[src/rtl/prrt_ram.sv]
// generic simple dual port ram, one write port, one registered read port
// depends on nothing
module prrt_ram #(
    parameter int WIDTH = 8,
    parameter int DEPTH = 16,
    localparam int AW = (DEPTH > 1) ? $clog2(DEPTH) : 1
) (
    input  logic             clk,
    input  logic             we,
    input  logic [AW-1:0]    waddr,
    input  logic [WIDTH-1:0] wdata,
    input  logic             re,
    input  logic [AW-1:0]    raddr,
    output logic [WIDTH-1:0] rdata
);

    logic [WIDTH-1:0] mem [DEPTH];

    always_ff @(posedge clk)
    begin
        if (we)
        begin
            mem[waddr] <= wdata;
        end
        if (re)
        begin
            rdata <= mem[raddr];
        end
    end

endmodule

[config.mk]
export PLATFORM = sky130hd
export DESIGN_NAME = prrt_ram
export DESIGN_NICKNAME = d
export VERILOG_FILES = /design/src/rtl/prrt_ram.sv
export SDC_FILE = /design/constraint.sdc
export NUM_CORES = 1
export LEC_CHECK = 0
export BUFFER_PORTS_ARGS = -buffer_cell sky130_fd_sc_hd__buf_4
export CAP_MARGIN = 20
export CORE_MARGIN = 10
export CORE_UTILIZATION = 40
export DETAILED_ROUTE_END_ITERATION = 8
export GPL_TIMING_DRIVEN = 1
export REMOVE_ABC_BUFFERS = 1
export SETUP_SLACK_MARGIN = 0.4
export SLEW_MARGIN = 40
export SYNTH_ARGS = -nofsm -noshare
export SYNTH_HDL_FRONTEND = slang
export SYNTH_SLANG_ARGS = --single-unit
[constraint.sdc]
create_clock -name clk -period 3.5 [get_ports clk]
set_input_delay 0.175 -clock clk [delete_from_list [all_inputs] [get_ports clk]]
set_output_delay 0.175 -clock clk [all_outputs]
set_load 0.05 [all_outputs]
==> results by group, run 1 <==
Outcome
  • Status: finished clean

Global route
  • Met2 Usage GRT: 0.176
  • Initial antenna violation count: 0
  • Met1 Use GR: 0.174
  • First-pass GRT wire length: 15900 µm
  • Vias in the first global route: 2438
  • Busiest metal layer after global routing: met2
  • Met3 Track Usage GR: 0.0344
  • GRT Util Overall: 0.124
  • Largest net degree at the start of global routing: 33
  • Gr ovfl total: 0

Critical path
  • CP Max Fanout: 32
  • Worst path cell trace: buf_4 -> mux4_1 -> a22oi_1 -> nand2_1
  • Critical path class: in2reg
  • Worst path slowest cell: mux4_1
  • R2R depth: 3
  • Reg2reg start: mem[5][3]
  • Reg-to-reg endpoint: rdata[3]
  • Worst endpoint data arrival time: 1690 ps
  • CP Capture Type: flop
  • CP Data Required Time: 3660 ps
  • Slowest cell delay on critical path: 700 ps
  • R2R Setup Slk: 2030 ps
  • CP Launch Type: primary input

Layout
  • Design area: 6120 µm²
  • Layout cells sized above 1: 0.295
  • Fill cells: 1099
  • Non-Filler Instances: 450
  • Count of nets after finishing: 286
  • Antenna cells: 0
  • Synth-to-Final Area Change: 17.1%

Power
  • Peak supply drop: 0.000305 V
  • Pwr dens: 584 nW/µm²
  • Leakage: 1.99 nW

Timing
  • Final count of hold timing violations: 0
  • Final worst-path cycle share: 0.439
  • Max Transition Viols Final: 0
  • Relative slew slack: 0.489
  • Fin crit period: 1540 ps
  • Final worst slack: 1960 ps
  • Final setup TNS: 0 ps
  • Maximum clock frequency: 651 MHz
  • Final Skew: 5.98 ps
  • RSZ-0062 raised after global routing: no
  • Final Setup Violations: 0
  • Hold_ws: 75.1 ps
  • Slew at the pin closest to its max-slew limit: 764 ps

Yosys
  • Synth cell types: 18
  • Mean Syn Cell Area: 22.8 µm²
  • Register area share after synthesis: 0.781
  • Mapped Cells: 229
  • Seq cells post-synth: 136
  • Post-Syn Area: 5230 µm²
  • Synth Warn #: 0

Clock tree
  • CTS sink count: 136
  • Hold_buf cts: 0
  • CTS H-Tree Depth: 4
  • Root buffer cell: clkbuf_16
  • Clk buf depth: 2
  • Worst-skew pair later-pin latency: 400 ps
  • CTS Buf Count: 17
  • Clock-pin slew on the worst setup and hold paths: 50 ps
  • Post CTS Setup Buffer Count: 0
  • CTS tree: yes
  • Post_cts resized: 0

Detailed routing
  • DRT antenna net count: 0
  • Drt initial violations: 315
  • Vias after detailed routing: 2382
  • Wire length per cell: 23.2 µm
  • 1st-pass router iterations: 4
  • DRC viols: 0
  • Post-Route WL: 10400 µm
  • DR vias/cell: 5.29

Floorplan
  • Chip width: 134 µm
  • Placeable Area: 12700 µm²
  • I/O pin count: 27
  • Initial core utilization: 0.411
  • Row count: 41
  • DIE AREA: 18000 µm²
  • Die Height: 134 µm

Hold path
  • Hold path depth: 1
  • Hold path startpoint: re
  • Hold EP: rdata[3]
  • Hold Crit Class: in2reg

Flow run
  • Max_cap viols: 0

Placed design
  • Placed Cells: 420
  • Number of buffers added on ports: 26
  • Detailed Place HPWL: 6440 µm
  • Area after DPL: 5610 µm²
  • Pre-CTS setup slack: 1530 ps
  • Gpl congestion: 0.737
## registers in the layout, indices dropped and copies added, names as in the netlist
register / cells
mem: 128
rdata: 8
## where the power goes
group          switching (W)  internal (W)  total [W]
Sequential        0.00000904       0.00184    0.00185
Combinational       0.000126     0.0000751   0.000201
Clock               0.000575      0.000953    0.00153
Total               0.000710       0.00287    0.00358
## through the flow
step | utilization | power, W
5_1_grt | 0.481 | 0.00370
4_1_cts | 0.480 | 0.00361
6_report | 0.481 | 0.00358
2_1_floorplan | - | 0.00198
3_3_place_gp | 0.439 | 0.00208
3_5_place_dp | 0.441 | 0.00208
## routing by layer
layer	vias up	share of wire	wire [µm]
met1	1250	0.47	4920
li1	1053	-	-
met2	67	0.47	4870
met4	0	0.016	170
met3	12	0.046	480
met5	-	0	0
## worst max-delay path, delay by kind of cell
kind                   cells  cell delay, ps
buffers and inverters      1             480
AO/OA/AOI/OAI              1             220
multiplexers               1             700
AND/OR/NAND/NOR            1              70
## cells in the final DEF (no fill, tap or decap), drive strengths merged
cell type and count:
nand2b 2, or3b 1, and2b 1, edfxtp 136
nor2b 1, nor3 4, nand3b 2, nand2 9
clkbuf 23, a22oi 16, clkinv 6, nand3 1
buf 29, bufinv 1, nor2 13, mux4 32
and2 1
## cells by family after synthesis
group                  Yosys count  synth area share
and+or+nand+nor                 35            0.0314
buffers and inverters           10            0.0165
muxes                           32             0.148
AOI/OAI and AO/OA               16            0.0230
DFF                            136             0.781
## cell usage after synthesis
master	n	area (µm²)
and2b_1	1	7.51
nor2_1	13	48.8
or3b_2	1	8.76
edfxtp_1	136	4080
nand2_1	9	33.8
buf_4	1	7.51
mux4_1	14	368
a22oi_1	16	120
mux4_2	18	405
and2_1	1	6.26
nor3_1	4	20.0
clkdlybuf4s25_2	3	30.0
nand2b_1	2	12.5
buf_6	3	33.8
nand3b_1	2	15.0
nand3_1	1	5.00
buf_2	3	15.0
nor2b_1	1	6.26
## worst max-delay path by stage
stage | end | slack [ps] | start
2_1_floorplan | mem[0][0] | 1830 | waddr[2]
3_3_place_gp | rdata[2] | 1540 | raddr[0]
3_5_place_dp | rdata[2] | 1530 | raddr[0]
4_1_cts | rdata[2] | 1970 | raddr[0]
5_1_grt | rdata[1] | 1850 | raddr[0]
6_report | rdata[3] | 1960 | raddr[0]
## area by class of cell
class	instances	area, µm²	share of cell area
Clock inverter	7	55.1	0.00899
Multi-Input combinational cell	83	1100	0.180
Sequential cell	136	4080	0.667
Clock buffer	23	448	0.0732
Tap cell	172	215	0.0352
Timing Repair Buffer	29	218	0.0356
No activity file was read; power rests on OpenSTA's default activity.
==> inputs of run 2 (changes only) <==
--- a/config.mk
+++ b/config.mk
@@ -5,6 +5,7 @@
 export SDC_FILE = /design/constraint.sdc
 export NUM_CORES = 1
 export LEC_CHECK = 0
+export ABC_AREA = 1
 export BUFFER_PORTS_ARGS = -buffer_cell sky130_fd_sc_hd__buf_4
 export CAP_MARGIN = 20
 export CORE_MARGIN = 10
==> constraint.sdc (replaced) <==
create_clock -name clk -period 1.4 [get_ports clk]
set_input_delay 0.07 -clock clk [delete_from_list [all_inputs] [get_ports clk]]
set_output_delay 0.07 -clock clk [all_outputs]
set_load 0.05 [all_outputs]
==> run 2 against run 1 <==
  * Wire length is 26% higher
  * Synthesized cell count is 140% higher
  * Critical endpoint is now rdata[4]
  * Largest cell class unchanged
  * Clock skew is 2.7 ps higher
  * Synthesized area is 12% higher
  * Design area is 17% higher
  * Final cell count is 77% higher
  * Largest power group unchanged
  * Clock power grew to 2.6 times the previous value
  * Highest routed layer unchanged
  * Critical path depth is 3 lower
  * Via count is 61% higher
==> results by group, run 2 <==
Outcome
  • Status: finished clean

Critical path
  • Reg2reg start: mem[8][3]
  • CP Max Fanout: 1 (-97%)
  • CP Capture Type: primary output
  • Worst path cell trace: buf_6
  • R2R Setup Slk: 320 ps (-1710 ps)
  • Critical path class: reg2out
  • Family with the most delay on the worst path: flip-flops
  • Slowest cell delay on critical path: 450 ps (-250 ps)
  • CP Data Required Time: 1330 ps (-2330 ps)
  • CP Launch Type: flop
  • Worst path slowest cell: edfxtp_1
  • Worst endpoint data arrival time: 1050 ps (-640 ps)
  • Reg-to-reg endpoint: rdata[3]
  • R2R depth: 6 (+3)
  • WP depth: 1 (-3)
  • WP buf/inv: 1 (unchanged)

Layout
  • Multi-input gate area: 1460 µm² (+32%)
  • Reg area: 4080 µm² (unchanged)
  • Design area: 7180 µm² (+17%)
  • Most frequent cells in the layout: 169 x nand2_1, 136 x edfxtp_1, 98 x inv_1, 54 x nand3_1, 41 x nand3_2
  • Synth-to-Final Area Change: 22.8%
  • Top Registers: mem (128), rdata (8)
  • Antenna cells: 0 (unchanged)
  • Top reg by flops: mem
  • Post-layout util: 0.498 (+0.0166)
  • Count of nets after finishing: 621 (+120%)
  • Non-Filler Instances: 798 (+77%)
  • Fill cells: 1267 (+15%)
  • Layout cells sized above 1: 0.207 (-0.0881)
  • Most common cell after layout, fill and taps aside: nand2_1
  • Number of flip-flops in the largest register: 128 (unchanged)

Power
  • Pwr dens: 1290 nW/µm² (+120%)
  • Peak supply drop: 0.000819 V (+170%)
  • Leakage: 3.08 nW (+54%)

Global route
  • GRT Util Overall: 0.136 (+0.0123)
  • First-pass GRT wire length: 20800 µm (+31%)
  • Vias in the first global route: 3782 (+55%)
  • Initial antenna violation count: 0 (unchanged)
  • Busiest metal layer after global routing: met2
  • Gr ovfl total: 0 (unchanged)
  • Largest net degree at the start of global routing: 62 (+88%)
  • Met3 Track Usage GR: 0.0312 (-0.00311)
  • Met1 Use GR: 0.170 (-0.00347)
  • Met2 Usage GRT: 0.222 (+0.0463)

Timing
  • Max Transition Viols Final: 0 (unchanged)
  • Final Skew: 8.66 ps (+2.69 ps)
  • Final worst slack: 278 ps (-1690 ps)
  • Final setup TNS: 0 ps (unchanged)
  • RSZ-0062 raised after global routing: yes
  • Relative slew slack: 0.697 (+0.209)
  • Slew at the pin closest to its max-slew limit: 454 ps (-310 ps)
  • Fin crit period: 1120 ps
  • Final Setup Violations: 0 (unchanged)
  • Final worst-path cycle share: 0.801
  • Maximum clock frequency: 891 MHz
  • Final count of hold timing violations: 0 (unchanged)

Clock tree
  • Post CTS Setup Buffer Count: 0 (unchanged)
  • Clock-pin slew on the worst setup and hold paths: 60 ps (about the same)
  • CTS H-Tree Depth: 4 (unchanged)
  • CTS tree: yes
  • CTS Buf Count: 17 (unchanged)
  • Worst-skew pair later-pin latency: 410 ps (about the same)
  • Root buffer cell: clkbuf_16
  • Clk buf depth: 2 (unchanged)
  • CTS sink count: 136 (unchanged)

Yosys
  • Mean Syn Cell Area: 10.6 µm² (-54%)
  • Yosys top cell by area: edfxtp_1
  • Synth Warn #: 0 (unchanged)
  • Mapped Cells: 551 (+140%)
  • Post-synth EDFFs: 136 (unchanged)
  • Most frequent cell after synthesis: nand2_1
  • Synth cell types: 11 (-7)
  • Register area share after synthesis: 0.698 (-0.0828)
  • Top-area cell type share of the netlist area: 0.698 (-0.0828)
  • Prevailing post-synth register cell: edfxtp_1
  • Synth cell count leaders: 173 x nand2_1, 136 x edfxtp_1, 100 x inv_1
  • Post-Syn Area: 5850 µm² (+12%)
  • Synth area leaders: edfxtp_1 70%, nand2_1 11%, nand3_1 8.3%
  • Post-synth ARST share: 0 (unchanged)
  • Seq cells post-synth: 136 (unchanged)

Floorplan
  • I/O pin count: 27 (unchanged)
  • Row count: 44 (+7.3%)
  • DIE AREA: 19900 µm² (+10%)
  • Die Height: 141 µm (+4.9%)
  • Placeable Area: 14400 µm² (+13%)
  • Initial core utilization: 0.405 (-0.00554)
  • Chip width: 141 µm (+4.9%)

Placed design
  • Gpl congestion: 0.810 (+9.9%)
  • Pre-CTS setup slack: 108 ps (-1420 ps)
  • Number of buffers added on ports: 26 (unchanged)
  • Placed Cells: 760 (+81%)
  • Area after DPL: 6320 µm² (+13%)
  • Detailed Place HPWL: 8080 µm (+25%)

Detailed routing
  • Wire length per cell: 16.5 µm (-29%)
  • 1st-pass router iterations: 5 (+1)
  • DRT antenna net count: 0 (unchanged)
  • Vias after detailed routing: 3846 (+61%)
  • Post-Route WL: 13200 µm (+26%)
  • Drt initial violations: 394 (+25%)
  • DR vias/cell: 4.82 (-9.0%)
  • DRC viols: 0 (unchanged)

Flow run
  • Max_cap viols: 0 (unchanged)

Hold path
  • Hold path depth: 1 (unchanged)
  • Hold path startpoint: wdata[1]
  • Hold EP: mem[0][1]
  • Hold Crit Class: in2reg
[run 2: cell type report]
class | count | share of cell area
Clock inverter | 13 | 0.0124
Timing Repair Buffer | 56 | 0.0704
Tap cell | 184 | 0.0321
Clock buffer | 18 | 0.0598
Inverter | 102 | 0.0533
Sequential cell | 136 | 0.569
Multi-Input combinational cell | 289 | 0.203
[run 2: what timing repair did]
item                                    4_1_cts  5_1_grt
hold buffers                                  7        0
endpoints found under the setup margin       16       16
gates cloned                                  0        0
endpoints found under the hold margin       104        0
pin swaps                                    27       24
resized for setup                            25       35
[run 2: report_power, final]
group          switching (W)  internal [W]  leakage (nW)  total, W
logic               0.000482      0.000243          1.59  0.000725
registers          0.0000326       0.00459          1.24   0.00462
clock network        0.00154       0.00238         0.261   0.00392
[run 2: worst max path at each step]
stage	startpoint	to	slack, ps
after floorplan	raddr[0]	rdata[2]	210
after global placement	raddr[0]	rdata[1]	130
after CTS	rdata[4]	rdata[4]	260
after global routing	rdata[4]	rdata[4]	260
final	rdata[4]	rdata[4]	280
after detailed placement	raddr[0]	rdata[1]	110
[run 2: cell families (layout without fill, tap and decap cells)]
family	count (synthesis)	after routing	share of synthesized area
DFF	136	136	0.698
buffers and inverters	126	189	0.0939
and+or+nand+nor	289	289	0.208
[run 2: metrics by stage]
stage	power [W]	hold slack, ps
floorplan	0.00501	169
global placement	0.00534	379
detailed placement	0.00534	388
CTS	0.00930	9.40
global route	0.00959	18.1
finish	0.00927	15.5
[run 2: layer usage]
| layer | up-vias | share of wire |
|---|---|---|
| met4 | 0 | 0.016 |
| met1 | 1843 | 0.44 |
| li1 | 1879 | - |
| met2 | 111 | 0.49 |
| met3 | 13 | 0.054 |
| met5 | - | 0 |
