**src/rtl/prrt_pkg.sv**
```systemverilog
// shared types and codes for the partition replica route table
// request and result item structs, request and status codes, default sizes
// no dependencies
package prrt_pkg;

    localparam int DEF_NAMESPACES     = 4;
    localparam int DEF_MAX_PARTITIONS = 4096;
    localparam int DEF_REPLICAS       = 3;
    localparam int DEF_NODE_BITS      = 8;

    // partition count register
    localparam int            PC_W     = 13;
    localparam logic [PC_W-1:0] PC_RESET = 13'd4096;

    // request codes
    localparam logic [2:0] REQ_SET_WRITE = 3'd0;
    localparam logic [2:0] REQ_ADD_READ  = 3'd1;
    localparam logic [2:0] REQ_GET_WRITE = 3'd2;
    localparam logic [2:0] REQ_GET_READ  = 3'd3;
    localparam logic [2:0] REQ_REMOVE    = 3'd4;

    // status codes
    localparam logic [1:0] STAT_OK    = 2'd0;
    localparam logic [1:0] STAT_NONE  = 2'd1;
    localparam logic [1:0] STAT_RANGE = 2'd2;

    typedef struct packed {
        logic [2:0]  req_type;
        logic [1:0]  namespace_index;
        logic [11:0] partition_id;
        logic [7:0]  node_id;
    } req_item_t;

    typedef struct packed {
        logic [1:0] status;
        logic [7:0] node_result;
    } res_item_t;

    // control from the entry update logic back to the sequencer
    typedef struct packed {
        logic       wr_en;
        logic       set_valid;
        logic       rr_step;
        logic [1:0] status;
    } upd_info_t;

endpackage

```
**src/rtl/prrt_entry_update.sv**
```systemverilog
// read-modify-write logic for one partition entry (write node, count, replica list)
// depends on prrt_pkg
module prrt_entry_update import prrt_pkg::*; #(
    parameter int REPLICAS  = DEF_REPLICAS,
    parameter int NODE_BITS = DEF_NODE_BITS,
    localparam int CNT_W   = $clog2(REPLICAS + 1),
    localparam int IDX_W   = (REPLICAS > 1) ? $clog2(REPLICAS) : 1,
    localparam int CNT_LO  = REPLICAS * NODE_BITS,
    localparam int WN_LO   = CNT_LO + CNT_W,
    localparam int ENTRY_W = WN_LO + NODE_BITS
) (
    input  logic                      purge,
    input  logic [2:0]                req_type,
    input  logic [NODE_BITS-1:0]      node,
    input  logic                      pid_ok,
    input  logic                      ns_ok,
    input  logic                      tbl_valid,
    input  logic [ENTRY_W-1:0]        entry_old,
    input  logic [REPLICAS*IDX_W-1:0] rr_res,
    output logic [ENTRY_W-1:0]        entry_new,
    output logic [NODE_BITS-1:0]      node_out,
    output upd_info_t                 info
);

    logic [NODE_BITS-1:0] lst     [REPLICAS];
    logic [NODE_BITS-1:0] lst_up  [REPLICAS];
    logic [REPLICAS-1:0]  shifted;
    logic [NODE_BITS-1:0] wn;
    logic [NODE_BITS-1:0] pick;
    logic [CNT_W-1:0]     cnt;
    logic [CNT_W-1:0]     n_eff;
    logic [IDX_W-1:0]     pick_idx;
    logic                 present;
    logic                 found;

    always_comb
    begin
        wn  = entry_old[WN_LO +: NODE_BITS];
        cnt = entry_old[CNT_LO +: CNT_W];
        for (int j = 0; j < REPLICAS; j++)
        begin
            lst[j] = entry_old[j*NODE_BITS +: NODE_BITS];
        end
        for (int k = 0; k < REPLICAS - 1; k++)
        begin
            lst_up[k] = lst[k+1];
        end
        lst_up[REPLICAS-1] = '0;

        n_eff = (32'(cnt) > REPLICAS) ? CNT_W'(REPLICAS) : cnt;

        present = 1'b0;
        for (int j = 0; j < REPLICAS; j++)
        begin
            if (j < int'(n_eff) && lst[j] == node)
            begin
                present = 1'b1;
            end
        end

        // first match marks where the list closes up
        found = 1'b0;
        for (int j = 0; j < REPLICAS; j++)
        begin
            if (!found && j < int'(cnt) && lst[j] == node)
            begin
                found = 1'b1;
            end
            shifted[j] = found;
        end

        // round robin slot: new counter value mod list length
        pick_idx = '0;
        for (int k = 1; k <= REPLICAS; k++)
        begin
            if (int'(n_eff) == k)
            begin
                pick_idx = rr_res[(k-1)*IDX_W +: IDX_W];
            end
        end
        pick = '0;
        for (int j = 0; j < REPLICAS; j++)
        begin
            if (int'(pick_idx) == j)
            begin
                pick = lst[j];
            end
        end

        entry_new   = entry_old;
        node_out    = '0;
        info        = '0;
        info.status = STAT_OK;

        if (purge)
        begin
            info.wr_en = tbl_valid && pid_ok && ns_ok;
            if (wn == node)
            begin
                entry_new[WN_LO +: NODE_BITS] = '0;
            end
            for (int k = 0; k < REPLICAS; k++)
            begin
                if (shifted[k])
                begin
                    entry_new[k*NODE_BITS +: NODE_BITS] = lst_up[k];
                end
            end
            if (found)
            begin
                entry_new[CNT_LO +: CNT_W] = cnt - CNT_W'(1);
            end
        end
        else
        begin
            case (req_type)
                REQ_SET_WRITE, REQ_ADD_READ, REQ_GET_WRITE, REQ_GET_READ:
                begin
                    if (!pid_ok)
                    begin
                        info.status = STAT_RANGE;
                    end
                    else if (!ns_ok)
                    begin
                        info.status = STAT_NONE;
                    end
                    else if (req_type == REQ_SET_WRITE)
                    begin
                        info.set_valid = 1'b1;
                        info.wr_en     = 1'b1;
                        entry_new[WN_LO +: NODE_BITS] = node;
                    end
                    else if (req_type == REQ_ADD_READ)
                    begin
                        info.set_valid = 1'b1;
                        if (node != '0 && !present)
                        begin
                            info.wr_en = 1'b1;
                            if (32'(n_eff) >= REPLICAS)
                            begin
                                entry_new[0 +: NODE_BITS] = node;
                            end
                            else
                            begin
                                for (int j = 0; j < REPLICAS; j++)
                                begin
                                    if (j == int'(n_eff))
                                    begin
                                        entry_new[j*NODE_BITS +: NODE_BITS] = node;
                                    end
                                end
                                entry_new[CNT_LO +: CNT_W] = n_eff + CNT_W'(1);
                            end
                        end
                    end
                    else if (!tbl_valid)
                    begin
                        info.status = STAT_NONE;
                    end
                    else if (req_type == REQ_GET_WRITE)
                    begin
                        node_out    = wn;
                        info.status = (wn == '0) ? STAT_NONE : STAT_OK;
                    end
                    else if (n_eff == '0)
                    begin
                        info.status = STAT_NONE;
                    end
                    else
                    begin
                        info.rr_step = 1'b1;
                        node_out     = pick;
                        info.status  = (pick == '0) ? STAT_NONE : STAT_OK;
                    end
                end
                default:
                begin
                end
            endcase
        end
    end

endmodule

```
**config.mk**
```make
export PLATFORM = sky130hd
export DESIGN_NAME = prrt_entry_update
export DESIGN_NICKNAME = d
export VERILOG_FILES = /design/src/rtl/prrt_pkg.sv /design/src/rtl/prrt_entry_update.sv
export SDC_FILE = /design/constraint.sdc
export NUM_CORES = 1
export LEC_CHECK = 0
export ABC_AREA = 1
export BUFFER_PORTS_ARGS = -buffer_cell sky130_fd_sc_hd__buf_4
export CAP_MARGIN = 30
export CORE_MARGIN = 2
export CORE_UTILIZATION = 54
export DETAILED_ROUTE_END_ITERATION = 7
export PLACE_DENSITY = 0.91
export SLEW_MARGIN = 0
export SYNTH_ARGS = -nofsm -noshare
export SYNTH_HDL_FRONTEND = slang
export SYNTH_SLANG_ARGS = --single-unit
```
**constraint.sdc**
```tcl
create_clock -name vclk -period 12
set_clock_uncertainty 0.2 [all_clocks]
set_input_delay 3.6 -clock vclk [all_inputs]
set_output_delay 3.6 -clock vclk [all_outputs]
set_load 0.005 [all_outputs]
```
==> results of run 1 <==
-- synthesized netlist by cell type (2+ instances only) --
library cell	count
nand3_2	2
nor4_1	3
o21ai_0	32
nor3_1	11
nor2_1	60
inv_2	8
buf_6	5
inv_1	48
clkbuf_1	8
o22ai_1	15
nand3_1	41
o211ai_1	9
a211oi_1	7
xor2_1	13
buf_1	3
buf_4	6
nand4_1	5
a21oi_1	29
nor2_4	2
nor2_2	2
ha_1	5
nand2_1	107
-- report_power, final --
part	internal (mW)	switching (mW)
registers	0	0
logic	0.0430	0.0592
clock network	0	0
-- placed cells by master (no fill, tap or decap), types with 2 or more instances in the layout --
cell and instances:
nor2_4 2, inv_1 48, nand3_1 41, nor3_1 11
nor2_1 60, nor2_2 2, a21oi_1 29, a211oi_1 7
nand4_1 5, o211ai_1 9, nand2_1 107, o22ai_1 15
ha_1 5, nand3_2 2, inv_2 8, nor4_1 3
buf_4 102, xor2_1 13, o21ai_0 32
-- stage by stage --
stage | cells | instance area [µm²] | utilization (%) | worst slack (ns) | hold WS [ns]
final | 562 | 2850 | 72.4 | 2.33 | 7.25
after global routing | 562 | 2850 | 72.4 | 2.02 | 7.27
after CTS | 562 | 2850 | 72.4 | 2.40 | 7.25
after detailed placement | 562 | 2850 | 72.4 | 2.41 | 7.25
after global placement | 562 | 2850 | 72.4 | 2.38 | 7.25
after floorplan | 433 | 2170 | - | 3.08 | 7.03
-- worst paths after layout --
path | start | to | cells after the start
setup / recovery | entry_old[25] | entry_new[16] | 15
hold / removal | pid_ok | info[1] | 3
-- area by class of cell --
| cell class | instances | area (µm²) |
|---|---|---|
| Timing Repair Buffer | 102 | 766 |
| Fill cell | 368 | 1090 |
| Tap cell | 50 | 62.6 |
| Inverter | 56 | 210 |
| Multi-Input combinational cell | 354 | 1810 |
-- metal layers --
layer / global-route usage [%] / routed length (µm) / vias up
met2: 65.0 / 4150 / 248
met3: 3.67 / 1240 / 21
li1: - / - / 1599
met5: 0 / 0 / -
met1: 52.7 / 3400 / 1485
met4: 7.40 / 238 / 0
-- cell families (layout without fill, tap and decap cells) --
group | count (synthesis) | count (layout) | share of synthesized area [%]
simple gates | 239 | 239 | 49.5
buf+inv | 79 | 158 | 16.5
fa+ha+maj | 5 | 5 | 2.88
compound gates | 97 | 97 | 25.9
xor+xnor | 13 | 13 | 5.24
==> impl_metrics.ini, run 1 <==
[place]
io_buffer_count = 102
dp_hpwl_mm = 6.97
routabilityCongestion = 1.04

[critical_path]
cp_data_arrival_time_ns = 5.87
crit_path_top_delay_cell = nor3_4
path_cells = buf_4, inv_1, ha_1, inv_1, nand2_1, nor4_1, nand2_1, nand3_4, nor2_4, nand2_4, nor3_4, nand2_1, nand2_1, nor2_1, buf_4
endpoint_kind = output port
path_common_cell = nand2_1
path_max_fanout = 16
critPathRequiredTime_ns = 8.20
start_kind = input pin
crit_family = simple AND/OR/NAND/NOR gates
path_class = in2out
worst-path-buf-inv = 4
cpPeakStageDelay_ns = 0.50

[worst_hold_path]
hp-class = in2out

[power]
p_leak_nw = 1.60
irDropWorstVdd_uv = 19.7
p_total_mw = 0.102
pwr_density_cell_mw_per_mm2 = 35.8

[global_routing]
grt_use_total_pct = 38.3
grt_max_degree = 47
grt_pass1_vias = 2753
antenna_found_initial = 0
grt_pass1_wl_mm = 13.4
overflow = 0

[layout]
register_area_um2 = 0
clkbuf_count = 0
area_delta_synth_final_pct = 31.3
drive_gt1_share_pct = 23.8
diodes = 0
nFlopsAndLatches = 0
final_nets = 574

[sta]
fin_crit_sh_pct = 80.6
slew_headroom_pct = 48.0
final-setup-viol-count = 0
post-route-min-period_ns = 9.67
rsz0062_at_grt = false
final-hold-violation-count = 0
maxSlewViolCount = 0
worst_pin_slew_ns = 0.778
fmax_ghz = 0.103
fin_setup_tns_ns = 0

[floorplanning]
dieArea_mm2 = 0.00455
ios = 102
die_x_um = 67.4
start_util_pct = 55.1
die_y_um = 67.4
num_rows = 23
fp.coreArea_mm2 = 0.00394

[synthesis]
synth_warnings = 0
avgSynthCellArea_um2 = 5.02
synth.area.top_cells = nand2_1, nor2_1, nand3_1
yosysSeqAreaShare_pct = 0
syn_inst = 433
syn_nets = 493
syn_area_mm2 = 0.00217
synth_cell_type_count = 34
synth_top_area_share_pct = 18.5
yosys.area.top_type = nand2_1

[job]
cap_viol_max_count = 0

[detailed_routing]
drt_iter0_markers = 386
finalWirelength_mm = 9.02
drtAntennaViolNets = 0
drtPass1Iterations = 6
vias = 3353
drcViolationCount = 0
wl_per_cell_um = 16.1
via_per_inst = 5.97

[run_status]
status = finished, final reports clean

[clock_network]
post_cts_buffers = 0
cts_resized = 0
ctsHoldBuffers = 0
No activity file was read; power rests on OpenSTA's default activity.
==> inputs of run 2 (changes only) <==
Settings changed: ABC_AREA 1 to 0, CORE_UTILIZATION 54 to 44, PLACE_DENSITY 0.91 to 0.81.
Clock period 12 ns to 8.7 ns, I/O delays scaled along.
==> impl_metrics.ini, run 2 <==
[run_status]
status = finished, final reports clean

[layout]
nFlopsAndLatches = 0
final_cell_mix = buf_4, mux2i_1, xnor2_1
clkbuf_count = 0
register_area_um2 = 0
drive_gt1_share_pct = 35.3
final_common_cell = buf_4
final_nets = 385
area_delta_synth_final_pct = 36.7
diodes = 0

[detailed_routing]
wl_met2_mm = 3.28
drcViolationCount = 0
wl_met1_mm = 2.94
drt_iter0_markers = 145
highest_layer = met4
drtAntennaViolNets = 0
finalWirelength_mm = 6.98
vias = 2322
via_per_inst = 6.19
drtPass1Iterations = 4
wl_per_cell_um = 18.6
met3_wirelength_um = 551

[power]
p_leak_nw = 1.24
irDropWorstVdd_uv = 28.2
pwr_density_cell_mw_per_mm2 = 46.7
p_total_mw = 0.126

[global_routing]
grt_pass1_wl_mm = 11.1
grt_pass1_vias = 2238
antenna_found_initial = 0
grt_max_degree = 21
overflow = 0
grt_use_total_pct = 26.6

[floorplanning]
ios = 102
die_x_um = 70.9
die_y_um = 70.9
start_util_pct = 45.6
fp.coreArea_mm2 = 0.00432
num_rows = 24
dieArea_mm2 = 0.00503

[critical_path]
cp_data_arrival_time_ns = 4.90
start_kind = input pin
path_class = in2out
crit_family = compound AO/OA/AOI/OAI gates
worst-path-buf-inv = 3
cpPeakStageDelay_ns = 0.55
endpoint_kind = output port
critPathRequiredTime_ns = 5.89
path_cells = buf_4, inv_1, ha_1, nor2b_1, a22oi_1, o21ai_1, nor2b_1, o2bb2ai_1, a22o_1, buf_4
crit_path_top_delay_cell = o21ai_1
critical_path.startpoint = entry_old[25]
path_max_fanout = 10

[sta]
slew_headroom_pct = 31.1
fmax_ghz = 0.130
final-setup-viol-count = 0
rsz0062_at_grt = false
fin_setup_tns_ns = 0
post-route-min-period_ns = 7.71
fin_crit_sh_pct = 88.7
worst_pin_slew_ns = 1.03
final-hold-violation-count = 0
maxSlewViolCount = 0

[clock_network]
cts_resized = 0
ctsHoldBuffers = 0
post_cts_buffers = 0

[synthesis]
syn_nets = 298
synth_warnings = 0
synth_cell_type_count = 44
syn_inst = 238
avgSynthCellArea_um2 = 8.29
synth_common_cells = mux2i_1, xnor2_1, o2bb2ai_1, a22o_1, nand2_1
synth.area.top_cells = mux2i_1, xnor2_1, o2bb2ai_1
synth.most_common_cell = mux2i_1
yosys.area.top_type = mux2i_1
synth_top_area_share_pct = 33.5
syn_area_mm2 = 0.00197
yosysSeqAreaShare_pct = 0

[place]
routabilityCongestion = 0.995
dp_hpwl_mm = 5.42
io_buffer_count = 102

[job]
cap_viol_max_count = 0

[worst_hold_path]
min_path_cells = 3
min_from = req_type[2]
min_to = info[1]
hp-class = in2out
[run 2: stage by stage]
stage | cells | setup WS [ns] | util [%] | cell area (µm²) | hold slack, ns
2_1_floorplan | 238 | 1.74 | - | 1970 | 5.05
3_3_place_gp | 375 | 1.14 | 62.4 | 2700 | 5.28
3_5_place_dp | 375 | 1.03 | 62.4 | 2700 | 5.28
4_1_cts | 375 | 1.02 | 62.4 | 2700 | 5.28
5_1_grt | 375 | 0.767 | 62.4 | 2700 | 5.29
6_report | 375 | 0.987 | 62.4 | 2700 | 5.28
[run 2: report_power, final]
group / switching (mW) / leakage, nW / internal, mW / total (mW)
combinational: 0.0626 / 1.24 / 0.0632 / 0.126
sequential: 0 / 0 / 0 / 0
clock: 0 / 0 / 0 / 0
[run 2: metal layers]
layer,vias up,global-route usage (%)
li1,1084,-
met2,114,45.4
met5,-,0
met3,20,1.85
met1,1104,36.1
met4,0,7.34
[run 2: kinds of logic (layout without fill, tap and decap cells)]
| family | after synthesis | in the layout | synth area share [%] |
|---|---|---|---|
| and+or+nand+nor | 63 | 63 | 20.6 |
| adders and majority gates | 5 | 5 | 3.17 |
| AOI/OAI and AO/OA | 47 | 47 | 21.1 |
| buffers and inverters | 25 | 110 | 7.49 |
| muxes | 66 | 66 | 33.5 |
| xor gates and xnor gates | 32 | 32 | 14.2 |
[run 2: worst max path at each step]
stage / end / slack (ns) / depth (start not counted)
floorplan: entry_new[24] / 1.74 / 8
global placement: entry_new[19] / 1.14 / 9
detailed placement: node_out[6] / 1.03 / 10
CTS: node_out[0] / 1.02 / 10
global route: node_out[1] / 0.77 / 10
finish: node_out[0] / 0.99 / 10
[run 2: layout make-up]
type | count | area [µm²]
timing repair buffer | 105 | 788
fill | 405 | 1630
tap | 52 | 65.1
inverter | 5 | 18.8
multi-input combinational | 213 | 1820
==> inputs of run 3 (changes only) <==
Settings changed: RECOVER_POWER set to 100.
==> impl_metrics.ini, run 3 (synthesized netlist as in run 2, its figures left out) <==
[power]
pwr_density_cell_mw_per_mm2 = 46.3
irDropWorstVdd_uv = 27.9
p_leak_nw = 1.23

[detailed_routing]
finalWirelength_mm = 6.91
drt_iter0_markers = 116
drtAntennaViolNets = 0
vias = 2309
wl_per_cell_um = 18.4
via_per_inst = 6.16
drcViolationCount = 0
drtPass1Iterations = 4

[clock_network]
post_cts_buffers = 0
ctsHoldBuffers = 0
cts_resized = 0

[global_routing]
grt_pass1_vias = 2238
overflow = 0
grt_pass1_wl_mm = 11.1
grt_max_degree = 21
grt_use_total_pct = 26.6
antenna_found_initial = 0

[floorplanning]
fp.coreArea_mm2 = 0.00432
dieArea_mm2 = 0.00503
num_rows = 24
start_util_pct = 45.6
die_x_um = 70.9
ios = 102
die_y_um = 70.9

[place]
io_buffer_count = 102
routabilityCongestion = 0.995
dp_hpwl_mm = 5.42
dp_slack_ns = 1.03

[layout]
drive_gt1_share_pct = 33.7
register_area_um2 = 0
diodes = 0
clkbuf_count = 0
final_nets = 385
area_delta_synth_final_pct = 34.6
final_cell_mix = mux2i_1, buf_4, clkbuf_4
nFlopsAndLatches = 0

[sta]
rsz0062_at_grt = false
post-route-min-period_ns = 8.26
final-hold-violation-count = 0
setup_ws_ns = 0.444
fin_crit_sh_pct = 94.9
slew_headroom_pct = 31.1
fin_setup_tns_ns = 0
final-setup-viol-count = 0
fmax_ghz = 0.121
worst_pin_slew_ns = 1.03
maxSlewViolCount = 0

[worst_hold_path]
hp-class = in2out

[critical_path]
start_kind = input pin
cp_data_arrival_time_ns = 5.45
path_class = in2out
path_cells = clkbuf_1, inv_1, ha_1, nor2_1, a2111oi_0, o31ai_1, nor3_2, mux2i_1, mux2i_1, buf_4
path_max_fanout = 8
crit_path_top_delay_cell = a2111oi_0
endpoint_kind = output port
path_common_cell = mux2i_1
cpPeakStageDelay_ns = 0.72
critPathRequiredTime_ns = 5.89

[run_status]
status = finished, final reports clean

[job]
cap_viol_max_count = 0
run 3: worst paths after layout:
kind / start / end / slack (ns) / depth (start not counted)
setup / recovery: entry_old[24] / entry_new[7] / 0.44 / 10
hold / removal: req_type[2] / info[1] / 5.28 / 3
run 3: per-layer routing:
layer  wire (µm)  vias up  global-route usage (%)
met2        3310      122                    45.4
met5           0        -                       0
met1        2880     1085                    36.1
met4         162        0                    7.34
li1            -     1088                       -
met3         568       14                    1.85
run 3: per-stage QoR:
stage	instances	total power [mW]	util, %	hold slack, ns	instance area (µm²)
2_1_floorplan	238	0.0648	-	5.05	1970
3_3_place_gp	375	0.122	62.4	5.28	2700
3_5_place_dp	375	0.125	62.4	5.28	2700
4_1_cts	375	0.125	62.4	5.28	2700
5_1_grt	375	0.132	61.4	5.29	2650
6_report	375	0.123	61.4	5.28	2650
run 3: report_power, final:
part | total (mW) | internal, mW | switching (mW)
Combinational | 0.123 | 0.0617 | 0.0612
Sequential | 0 | 0 | 0
Clock | 0 | 0 | 0
Total | 0.123 | 0.0617 | 0.0612
run 3: area by class of cell:
cell class / count / area [µm²]
Multi-Input combinational cell: 213 / 1790
Timing Repair Buffer: 105 / 777
Fill cell: 414 / 1670
Inverter: 5 / 18.8
Tap cell: 52 / 65.1
run 3: critical path: cells and delay by family:
kind / cells / cell delay (ns)
AOI/OAI and AO/OA: 2 / 0.93
buffers and inverters: 3 / 0.45
muxes: 2 / 0.38
adders and majority gates: 1 / 0.29
and+or+nand+nor: 2 / 0.78
